`config.mk`:
```
export PLATFORM = sky130hd
export DESIGN_NAME = i2c_master_transfer_sequencer_top
export DESIGN_NICKNAME = d
export VERILOG_FILES = /design/src/hw/rtl/i2cms_pkg.sv /design/src/hw/rtl/i2cms_rxq.sv /design/src/hw/rtl/i2c_master_transfer_sequencer_top.sv
export SDC_FILE = /design/constraint.sdc
export NUM_CORES = 1
export LEC_CHECK = 0
export BUFFER_PORTS_ARGS = -buffer_cell sky130_fd_sc_hd__buf_2
export CAP_MARGIN = 20
export CORE_ASPECT_RATIO = 1.75
export CORE_MARGIN = 2
export CORE_UTILIZATION = 50
export DETAILED_ROUTE_END_ITERATION = 7
export HOLD_SLACK_MARGIN = 0.06
export PLACE_DENSITY = 0.66
export SYNTH_ARGS = -nofsm -noshare
export SYNTH_HDL_FRONTEND = slang
export SYNTH_SLANG_ARGS = --single-unit
```
`constraint.sdc`:
```
create_clock -name clk_i -period 5.7 [get_ports clk_i]
set_input_delay 0.285 -clock clk_i [delete_from_list [all_inputs] [get_ports clk_i]]
set_output_delay 0.285 -clock clk_i [all_outputs]
set_load 0.01 [all_outputs]
```
`src/hw/rtl/i2cms_pkg.sv`:
```
`timescale 1ns / 1ps
// ----------------------------------------------------------------------------
// I2C master sequencer package
// Shared constants, codes and types of the transfer sequencer.
// ----------------------------------------------------------------------------
package i2cms_pkg;

  localparam int BufferDepth = 32;
  localparam int TxqSize     = BufferDepth + 1;
  localparam int TxPtrW      = $clog2(TxqSize);
  localparam int TxFillW     = $clog2(TxqSize + 1);
  localparam int TxMemIdxW   = $clog2(BufferDepth);
  localparam int RxPtrW      = $clog2(BufferDepth);
  localparam int RxFillW     = $clog2(BufferDepth + 1);
  localparam int RcvCntW     = 6;
  localparam int CountW      = 6;
  localparam int InDataW     = 24;
  localparam int OutDataW    = 32;

  localparam logic [RcvCntW-1:0] RcvCntMax = '1;
  localparam logic               RdBit     = 1'b1;
  localparam logic               WrBit     = 1'b0;

  localparam logic CfgSlaveAddr = 1'b0;
  localparam logic CfgRepStart  = 1'b1;

  typedef enum logic [1:0] {
    ReqWrite = 2'd0,
    ReqRead  = 2'd1,
    ReqEvent = 2'd2,
    ReqPop   = 2'd3
  } req_e;

  typedef enum logic [3:0] {
    EvStart     = 4'd0,
    EvRepStart  = 4'd1,
    EvAddrWAck  = 4'd2,
    EvAddrWNack = 4'd3,
    EvTxAck     = 4'd4,
    EvTxNack    = 4'd5,
    EvArbLost   = 4'd6,
    EvAddrRAck  = 4'd7,
    EvAddrRNack = 4'd8,
    EvRxAck     = 4'd9,
    EvRxNack    = 4'd10,
    EvIllegal   = 4'd11,
    EvNoInfo    = 4'd12
  } bus_event_e;

  typedef enum logic [2:0] {
    ActNone  = 3'd0,
    ActStart = 3'd1,
    ActTx    = 3'd2,
    ActAck   = 3'd3,
    ActNack  = 3'd4,
    ActStop  = 3'd5
  } action_e;

  typedef enum logic [2:0] {
    ModeReady    = 3'd0,
    ModeInit     = 3'd1,
    ModeRepStart = 3'd2,
    ModeTx       = 3'd3,
    ModeRx       = 3'd4
  } mode_e;

  typedef enum logic [2:0] {
    ErrNone      = 3'd0,
    ErrBusy      = 3'd1,
    ErrAddrWNack = 3'd2,
    ErrAddrRNack = 3'd3,
    ErrDataNack  = 3'd4,
    ErrArbLost   = 3'd5,
    ErrIllegal   = 3'd6
  } err_e;

  typedef enum logic [1:0] {
    StatOk       = 2'd0,
    StatBusy     = 2'd1,
    StatTooLarge = 2'd2
  } status_e;

  typedef struct packed {
    logic       push;
    logic       pop;
    logic [7:0] wdata;
  } rxq_ctrl_t;

  typedef struct packed {
    logic       valid;
    logic [7:0] rdata;
  } rxq_stat_t;

endpackage

```
`src/hw/rtl/i2cms_rxq.sv`:
```
`timescale 1ns / 1ps
// ----------------------------------------------------------------------------
// I2C master sequencer receive queue
// Circular byte queue; push drops when full, pop on empty reads nothing.
// ----------------------------------------------------------------------------
module i2cms_rxq (
  input  logic                  clk_i,
  input  logic                  rst_ni,
  input  i2cms_pkg::rxq_ctrl_t  ctrl_i,
  output i2cms_pkg::rxq_stat_t  stat_o
);
  import i2cms_pkg::*;

  logic [7:0]         mem_q [BufferDepth];
  logic [RxPtrW-1:0]  head_q, head_d;
  logic [RxFillW-1:0] fill_q, fill_d;
  logic [RxFillW:0]   wsum;
  logic [RxFillW:0]   wsum_wrap;
  logic [RxPtrW-1:0]  widx;
  logic               push_ok, pop_ok;

  assign push_ok   = ctrl_i.push && (fill_q < RxFillW'(BufferDepth));
  assign pop_ok    = ctrl_i.pop && (fill_q != '0);
  assign wsum      = (RxFillW+1)'(head_q) + (RxFillW+1)'(fill_q);
  assign wsum_wrap = (wsum >= (RxFillW+1)'(BufferDepth)) ?
                     wsum - (RxFillW+1)'(BufferDepth) : wsum;
  assign widx      = wsum_wrap[RxPtrW-1:0];

  always_comb begin
    head_d = head_q;
    fill_d = fill_q;
    if (push_ok) begin
      fill_d = fill_q + 1'b1;
    end else if (pop_ok) begin
      fill_d = fill_q - 1'b1;
      head_d = (head_q == RxPtrW'(BufferDepth - 1)) ? '0 : head_q + 1'b1;
    end
  end

  always_ff @(posedge clk_i or negedge rst_ni) begin
    if (!rst_ni) begin
      head_q <= '0;
      fill_q <= '0;
    end else begin
      head_q <= head_d;
      fill_q <= fill_d;
    end
  end

  always_ff @(posedge clk_i) begin
    if (push_ok) begin
      mem_q[widx] <= ctrl_i.wdata;
    end
  end

  assign stat_o.valid = (fill_q != '0);
  assign stat_o.rdata = mem_q[head_q];

endmodule

```
`src/hw/rtl/i2c_master_transfer_sequencer_top.sv`:
```
`timescale 1ns / 1ps
// ----------------------------------------------------------------------------
// I2C master transfer sequencer
// Queues write and read transfers and answers bus status events with the
// next bus action, tracking mode, error code and received bytes.
// ----------------------------------------------------------------------------
// Usage:
//   Input items arrive on the s_axis channel: tuser carries the request kind
//   (write byte, read request, bus event, pop), tlast marks the last write
//   byte, tdata the byte, read count and bus event. Every input item yields
//   exactly one result item on m_axis.
//   Configuration (slave address, repeated start) is written through the
//   cfg port while the block is idle.
//   The state is updated and the result registered at the edge that accepts
//   the item. Throughput is one item per cycle; the
//   output register frees s_axis_tready_o whenever the result is taken in
//   the same cycle.
//   When the receiver stalls, the result is held and the input stalls with
//   it. Reset returns the block to ready mode with empty queues, no error and
//   no pending result.
// ----------------------------------------------------------------------------
module i2c_master_transfer_sequencer_top (
  input  logic                          clk_i,
  input  logic                          rst_ni,
  input  logic                          cfg_we_i,
  input  logic                          cfg_idx_i,
  input  logic [6:0]                    cfg_wdata_i,
  input  logic                          s_axis_tvalid_i,
  output logic                          s_axis_tready_o,
  // data_byte[7:0], read_count[13:8], bus_event[17:14], zero pad
  input  logic [i2cms_pkg::InDataW-1:0] s_axis_tdata_i,
  // req_type[1:0]
  input  logic [1:0]                    s_axis_tuser_i,
  input  logic                          s_axis_tlast_i,
  output logic                          m_axis_tvalid_o,
  input  logic                          m_axis_tready_i,
  // bus_action[2:0], tx_byte[10:3], mode[13:11], error_code[16:14],
  // request_status[18:17], rx_byte[26:19], rx_valid[27], ready_res[28], pad
  output logic [i2cms_pkg::OutDataW-1:0] m_axis_tdata_o
);
  import i2cms_pkg::*;

  // configuration
  logic [6:0] slave_addr_q;
  logic       rep_start_q;

  // sequencer state
  mode_e               mode_q, mode_d;
  err_e                err_q, err_d;
  logic [TxPtrW-1:0]   txq_head_q, txq_head_d;
  logic [TxFillW-1:0]  txq_fill_q, txq_fill_d;
  logic [7:0]          txq_slot0_q;
  logic [7:0]          txq_mem_q [BufferDepth];
  logic                loading_q, loading_d;
  logic [CountW-1:0]   rd_target_q, rd_target_d;
  logic [RcvCntW-1:0]  rcv_cnt_q, rcv_cnt_d;

  // output register
  logic                out_valid_q;
  logic [OutDataW-1:0] out_data_q;

  // item decode
  logic                acc;
  req_e                req;
  bus_event_e          ev;
  logic [7:0]          data_byte;
  logic [CountW-1:0]   read_count;
  logic                is_last;

  // transmit queue write/read control
  logic                slot0_we;
  logic [7:0]          slot0_wval;
  logic                mem_we;
  logic [TxPtrW-1:0]   mem_widx;
  logic [TxMemIdxW-1:0] mem_wsel;
  logic [7:0]          mem_wval;
  logic                pop_en;
  logic [7:0]          pop_val;
  logic [TxPtrW:0]     wsum;
  logic [RcvCntW:0]    cnt_next;

  // result
  action_e             act;
  logic [7:0]          txb;
  status_e             status;
  logic                ready_now, ready_res;
  rxq_ctrl_t           rxq_ctrl;
  rxq_ctrl_t           rxq_req;
  rxq_stat_t           rxq_stat;
  logic [7:0]          rxb;
  logic                rxv;

  assign acc             = s_axis_tvalid_i && s_axis_tready_o;
  assign s_axis_tready_o = !out_valid_q || m_axis_tready_i;
  assign req             = req_e'(s_axis_tuser_i);
  assign data_byte       = s_axis_tdata_i[7:0];
  assign read_count      = s_axis_tdata_i[13:8];
  assign ev              = bus_event_e'(s_axis_tdata_i[17:14]);
  assign is_last         = s_axis_tlast_i;
  assign ready_now       = (mode_q == ModeReady) || (mode_q == ModeRepStart);

  always_comb begin
    mode_d      = mode_q;
    err_d       = err_q;
    txq_head_d  = txq_head_q;
    txq_fill_d  = txq_fill_q;
    loading_d   = loading_q;
    rd_target_d = rd_target_q;
    rcv_cnt_d   = rcv_cnt_q;
    slot0_we    = 1'b0;
    slot0_wval  = data_byte;
    mem_we      = 1'b0;
    mem_widx    = '0;
    mem_wval    = data_byte;
    pop_en      = 1'b0;
    pop_val     = '0;
    act         = ActNone;
    status      = StatOk;
    rxq_ctrl    = '{push: 1'b0, pop: 1'b0, wdata: data_byte};
    rxb         = '0;
    rxv         = 1'b0;
    wsum        = '0;
    cnt_next    = '0;

    case (req)
      ReqWrite: begin
        if (!ready_now) begin
          status = StatBusy;
        end else begin
          if (!loading_q) begin
            txq_head_d = '0;
            txq_fill_d = TxFillW'(1);
            slot0_we   = 1'b1;
            slot0_wval = {slave_addr_q, WrBit};
            loading_d  = 1'b1;
          end
          if (txq_fill_d >= TxFillW'(TxqSize)) begin
            status     = StatTooLarge;
            txq_head_d = '0;
            txq_fill_d = '0;
            loading_d  = 1'b0;
          end else begin
            wsum = (TxPtrW+1)'(txq_head_d) + (TxPtrW+1)'(txq_fill_d);
            if (wsum >= (TxPtrW+1)'(TxqSize)) begin
              wsum = wsum - (TxPtrW+1)'(TxqSize);
            end
            if (wsum[TxPtrW-1:0] == '0) begin
              slot0_we   = 1'b1;
              slot0_wval = data_byte;
            end else begin
              mem_we   = 1'b1;
              mem_widx = wsum[TxPtrW-1:0];
            end
            txq_fill_d = txq_fill_d + 1'b1;
            if (is_last) begin
              loading_d = 1'b0;
              mode_d    = ModeInit;
              if (mode_q == ModeRepStart) begin
                pop_en = 1'b1;
                act    = ActTx;
              end else begin
                act = ActStart;
              end
            end
          end
        end
      end
      ReqRead: begin
        if (!ready_now) begin
          status = StatBusy;
        end else if (read_count > CountW'(BufferDepth)) begin
          status = StatTooLarge;
        end else begin
          txq_head_d  = '0;
          txq_fill_d  = TxFillW'(1);
          loading_d   = 1'b0;
          slot0_we    = 1'b1;
          slot0_wval  = {slave_addr_q, RdBit};
          rd_target_d = read_count;
          rcv_cnt_d   = '0;
          mode_d      = ModeInit;
          if (mode_q == ModeRepStart) begin
            pop_en = 1'b1;
            act    = ActTx;
          end else begin
            act = ActStart;
          end
        end
      end
      ReqEvent: begin
        if (ev == EvRxAck || ev == EvRxNack) begin
          rxq_ctrl.push = 1'b1;
          if (rcv_cnt_q != RcvCntMax) begin
            rcv_cnt_d = rcv_cnt_q + 1'b1;
          end
        end
        cnt_next = (RcvCntW+1)'(rcv_cnt_d) + 1'b1;
        case (ev)
          EvStart, EvAddrWAck, EvTxAck: begin
            if (ev == EvAddrWAck) begin
              mode_d = ModeTx;
            end
            if (txq_fill_q != '0) begin
              pop_en = 1'b1;
              err_d  = ErrBusy;
              act    = ActTx;
            end else begin
              err_d = ErrNone;
              if (rep_start_q) begin
                act = ActStart;
              end else begin
                mode_d = ModeReady;
                act    = ActStop;
              end
            end
          end
          EvAddrRAck, EvRxAck: begin
            if (ev == EvAddrRAck) begin
              mode_d = ModeRx;
            end
            err_d = ErrBusy;
            act   = (cnt_next < (RcvCntW+1)'(rd_target_q)) ? ActAck : ActNack;
          end
          EvRxNack, EvAddrWNack, EvAddrRNack, EvTxNack, EvArbLost: begin
            case (ev)
              EvAddrWNack: err_d = ErrAddrWNack;
              EvAddrRNack: err_d = ErrAddrRNack;
              EvTxNack:    err_d = ErrDataNack;
              EvArbLost:   err_d = ErrArbLost;
              default:     err_d = ErrNone;
            endcase
            if (rep_start_q) begin
              act = ActStart;
            end else begin
              mode_d = ModeReady;
              act    = ActStop;
            end
          end
          EvRepStart: begin
            mode_d = ModeRepStart;
          end
          EvIllegal: begin
            err_d  = ErrIllegal;
            mode_d = ModeReady;
            act    = ActStop;
          end
          default: begin
          end
        endcase
      end
      default: begin
        rxq_ctrl.pop = 1'b1;
        rxv          = rxq_stat.valid;
        rxb          = rxq_stat.valid ? rxq_stat.rdata : 8'h00;
      end
    endcase

    // take the head byte, seeing bytes written by this same item
    if (pop_en && (txq_fill_d != '0)) begin
      if (txq_head_d == '0) begin
        pop_val = slot0_we ? slot0_wval : txq_slot0_q;
      end else if (mem_we && (mem_widx == txq_head_d)) begin
        pop_val = mem_wval;
      end else begin
        pop_val = txq_mem_q[TxMemIdxW'(txq_head_d - 1'b1)];
      end
      txq_head_d = (txq_head_d == TxPtrW'(TxqSize - 1)) ? '0 : txq_head_d + 1'b1;
      txq_fill_d = txq_fill_d - 1'b1;
    end
  end

  assign mem_wsel  = TxMemIdxW'(mem_widx - 1'b1);
  assign txb       = (act == ActTx) ? pop_val : 8'h00;
  assign ready_res = (mode_d == ModeReady) || (mode_d == ModeRepStart);

  assign rxq_req.push  = rxq_ctrl.push && acc;
  assign rxq_req.pop   = rxq_ctrl.pop && acc;
  assign rxq_req.wdata = rxq_ctrl.wdata;

  i2cms_rxq u_rxq (
    .clk_i  (clk_i),
    .rst_ni (rst_ni),
    .ctrl_i (rxq_req),
    .stat_o (rxq_stat)
  );

  always_ff @(posedge clk_i or negedge rst_ni) begin
    if (!rst_ni) begin
      slave_addr_q <= '0;
      rep_start_q  <= 1'b0;
    end else if (cfg_we_i) begin
      case (cfg_idx_i)
        CfgSlaveAddr: slave_addr_q <= cfg_wdata_i;
        CfgRepStart:  rep_start_q  <= cfg_wdata_i[0];
        default: begin
        end
      endcase
    end
  end

  always_ff @(posedge clk_i or negedge rst_ni) begin
    if (!rst_ni) begin
      mode_q      <= ModeReady;
      err_q       <= ErrNone;
      txq_head_q  <= '0;
      txq_fill_q  <= '0;
      loading_q   <= 1'b0;
      rd_target_q <= '0;
      rcv_cnt_q   <= '0;
    end else if (acc) begin
      mode_q      <= mode_d;
      err_q       <= err_d;
      txq_head_q  <= txq_head_d;
      txq_fill_q  <= txq_fill_d;
      loading_q   <= loading_d;
      rd_target_q <= rd_target_d;
      rcv_cnt_q   <= rcv_cnt_d;
    end
  end

  always_ff @(posedge clk_i) begin
    if (acc && slot0_we) begin
      txq_slot0_q <= slot0_wval;
    end
    if (acc && mem_we) begin
      txq_mem_q[mem_wsel] <= mem_wval;
    end
  end

  always_ff @(posedge clk_i or negedge rst_ni) begin
    if (!rst_ni) begin
      out_valid_q <= 1'b0;
    end else if (acc) begin
      out_valid_q <= 1'b1;
    end else if (m_axis_tready_i) begin
      out_valid_q <= 1'b0;
    end
  end

  always_ff @(posedge clk_i) begin
    if (acc) begin
      out_data_q <= {3'b000, ready_res, rxv, rxb, status, err_d, mode_d, txb, act};
    end
  end

  assign m_axis_tvalid_o = out_valid_q;
  assign m_axis_tdata_o  = out_data_q;

endmodule
```
==> metrics.md <==
| Metric | Value |
|---|---|
| # setup viols final | 0 |
| Die Wd | 178 um |
| DR pass1 iterations | 5 |
| Instance count on the critical path | 13 |
| Reg-to-Reg End | m_axis_tdata_o[4] |
| Power share of the clock group | 30.2% |
| Row count | 111 |
| Max-slew violations | 0 |
| Post-synth top area cell | edfxtp_1 |
| Non-Filler Instances | 2505 |
| Net Sw Power | 4.06 mW |
| Crit Path Class | flop to flop |
| Largest family of logic cells by synthesized area | multiplexers |
| Seq pwr share | 39.5% |
| Data arrival, critical path | 5340 ps |
| Delay-heaviest family, CP | compound AO/OA/AOI/OAI gates |
| R2R Setup Slk | 680 ps |
| TNS Setup | 0 ps |
| Clk buf depth | 3 |
| Fin worst setup slack | 679 ps |
| Antenna violations before repair | 0 |
| Critical Path RT | 6020 ps |
| Layout cell share with drive strength beyond 1 | 21.8% |
| H-tree Lvls | 2 |
| First-pass GRT wire length | 93.7 mm |
| Crit-path max cell delay | 610 ps |
| Top cell type's share of synthesized area | 62.3% |
| Dpl hpwl | 40.9 mm |
| Slowest CP cell | o21ai_1 |
| Flip-flop and latch count after synthesis | 600 |
| DP Worst Slack | 821 ps |
| Leak | 10.3 nW |
| Clock Latency Late Sink | 600 ps |
| Tmin final | 5020 ps |
| PwrDens | 437 nW/um^2 |
| Fill cell count | 4008 |
| Max-slew headroom | 29.8% |
| VDD IR-drop max | 0.000309 V |
| Initial Util | 50.5% |
| Clock root cell | clkbuf_16 |
| Fin crit share | 88.1% |
| Hold crit path type | primary input to flop |
| Synth Area in Compound Gates | 5.75% |
| Mux share of post-synthesis cell area | 14.6% |
| Post-synthesis sequential area ratio | 67.2% |
| Pint | 9.00 mW |
| Critical path peak fanout | 8 |
| Vias per inst | 5.97 |
| Area of the multi-input gates | 8220 sq um |
| Buffers on Ports | 64 |
| Ys flop type | edfxtp_1 |
| Ys Warns | 0 |
| Synth cell types | 80 |
| Gate power share | 30.3% |
| Aggregate global routing overflow | 0 |
| CORE AREA | 52400 sq um |
| Sw Share | 31.1% |
| Routed wire per std cell | 24.7 um |
| ANT cells | 0 |
| Syn_area_per_cell | 16.0 sq um |
| Worst-path clk slew | 70 ps |
| XOR/XNOR Fraction of Synth Area | 1.32% |
| Vias in the first global route | 15500 |
| Number of flops mapped to enable cells by yosys | 549 |
| Pin count of the biggest net entering global routing | 67 |
| Setup crit start kind | flop |
| Register Area | 17800 sq um |
| Outcome | complete, no violations |
| Chip height | 308 um |
| Fmax | 199 MHz |
| Post-Syn Area | 26400 sq um |
| Reg2Reg Depth | 13 |
| Residual DRC count | 0 |
| CTS tree | built |
| Max Cap Viol | 0 |
| Vias | 14900 |
| GP Congestion | 0.876 |
| Most common cell after layout, fill and taps aside | edfxtp_1 |
| Post-Synth Adder-Cell Area | 1.74% |
| Actual slew at the worst max-slew pin | 1050 ps |
| CTS resizes | 0 |
| Hold path start | s_axis_tdata_i[5] |
| Number of buffers created by CTS | 54 |
| CP Cell Sequence | nand2b_1 > ha_1 > inv_1 > fa_1 > xor2_1 > and2_1 > a41oi_2 > o21ai_1 > a311oi_1 > nor2_2 > mux2_2 > o21ai_0 > nand3_1 |
| Synth Area in Simple Gates | 7.57% |
| Clk sinks | 600 |
| Cell count after placement | 2386 |
| Fin. Hold Viols | 0 |
| Die Area | 54800 sq um |
| ANT nets after route | 0 |
| Num ports | 74 |
| Commonest non-fill, non-tap cells in the layout | edfxtp_1 (549), nand2_1 (138), mux4_2 (133), nor2_1 (126) |
| Layout Nets | 1858 |
| All-layer global routing usage | 23.1% |
| Reg2Reg Launch Point | txq_fill_q[0] |
| Area contributors post-synth | edfxtp_1 (62%), mux4_2 (11%), dfrtp_1 (4.8%) |
| Synth-to-Final Area Change | 13.1% |
| Crit path buf inv count | 1 |
| Routed WL | 61.8 mm |
| Setup crit end kind | flop |
| Post-Synthesis Cells | 1656 |
| Iter 0 DRT Violations | 1196 |
| Hold EP | txq_slot0_q[5] |
| RSZ-0062 raised after global routing | no |
| Hold buffer count at CTS | 19 |
| Setup Skew | 29.4 ps |
| WHS Path Cells | 2 |
| Ys async rst share | 8.50% |
| Post-CTS Setup Repair Bufs | 0 |
==> cells by family after synthesis <==
group / Yosys count
flops: 600
simple gates: 432
compound gates: 222
mux: 216
buf+inv: 113
xor+xnor: 37
fa+ha+maj: 35
other cells: 1
==> per-stage QoR <==
step / hold WS (ps) / power, mW / util (%) / cell area [sq um]
after detailed placement: 464 / 9.21 / 53.1 / 27800
after CTS: 78.5 / 13.2 / 57.1 / 29900
final: 120 / 13.1 / 57.1 / 29900
after global placement: 450 / 9.17 / 53.1 / 27800
after global routing: 97.9 / 13.6 / 57.1 / 29900
after floorplan: -10.6 / 7.99 / - / 26500
==> power by group through the flow <==
stage	registers (mW)	logic, mW	clock network (mW)
2_1_floorplan	5.14	2.84	0
3_3_place_gp	5.25	3.93	0
3_5_place_dp	5.25	3.96	0
4_1_cts	5.16	3.99	4.01
5_1_grt	5.18	4.26	4.16
6_report	5.16	3.96	3.94
==> Yosys cell counts, drive strengths merged (5+ instances only) <==
cell	n
edfxtp	549
nand2	138
mux4	133
nor2	128
o21ai	62
mux2i	54
dfrtp	51
nand3	49
clkbuf	45
a21oi	44
buf	34
ha	32
inv	32
mux2	29
and2	19
xnor2	19
xor2	18
a211o	16
nor3	16
and3	15
nand2b	14
nor2b	14
a31oi	10
a211oi	9
o21a	9
a21o	8
nand4	8
o211ai	8
nor4	6
o31ai	6
or3	6
or4	5
==> worst max-delay path by stage <==
stage	start	to	slack, ps
floorplan	loading_q	m_axis_tdata_o[3]	1260
global placement	loading_q	m_axis_tdata_o[4]	900
detailed placement	loading_q	m_axis_tdata_o[4]	820
CTS	loading_q	m_axis_tdata_o[4]	790
global route	loading_q	m_axis_tdata_o[4]	500
finish	txq_fill_q[0]	m_axis_tdata_o[4]	680
==> registers in the layout, indices dropped and copies added (netlist names) <==
| name | count |
|---|---|
| txq_mem_q | 256 |
| u_rxq.mem_q | 256 |
| m_axis_tdata_o | 29 |
| txq_slot0_q | 8 |
| slave_addr_q | 7 |
| rcv_cnt_q | 6 |
| rd_target_q | 6 |
| txq_fill_q | 6 |
| txq_head_q | 6 |
| u_rxq.fill_q | 6 |
| u_rxq.head_q | 5 |
| err_q | 3 |
| mode_q | 3 |
| loading_q | 1 |
| m_axis_tvalid_o | 1 |
| rep_start_q | 1 |
==> worst reg2reg max path, stage by stage, from the launching register on <==
cell and delay (ps):
dfrtp_1 400, nand2b_1 240, ha_1 210, inv_1 70, fa_1 460, xor2_1 540
and2_1 330, a41oi_2 240, o21ai_1 610, a311oi_1 290, nor2_2 350, mux2_2 400
o21ai_0 440, nand3_1 160
==> cell type report <==
type | count | area share (%)
clock inverters | 35 | 1.57
clock buffers | 65 | 4.87
multi-input cells | 945 | 27.5
flip-flops and latches | 600 | 59.4
inverters | 34 | 0.427
well taps | 678 | 2.84
repair buffers | 148 | 3.38
==> routing by layer <==
layer	vias to the layer above	part of all wire, %	track usage, %
met4	0	6.3	13.3
met2	472	53	41.4
met1	7572	36	26.4
met5	-	0	0
li1	6732	-	-
met3	172	4.6	2.69
(Power assumes the default switching activity.)
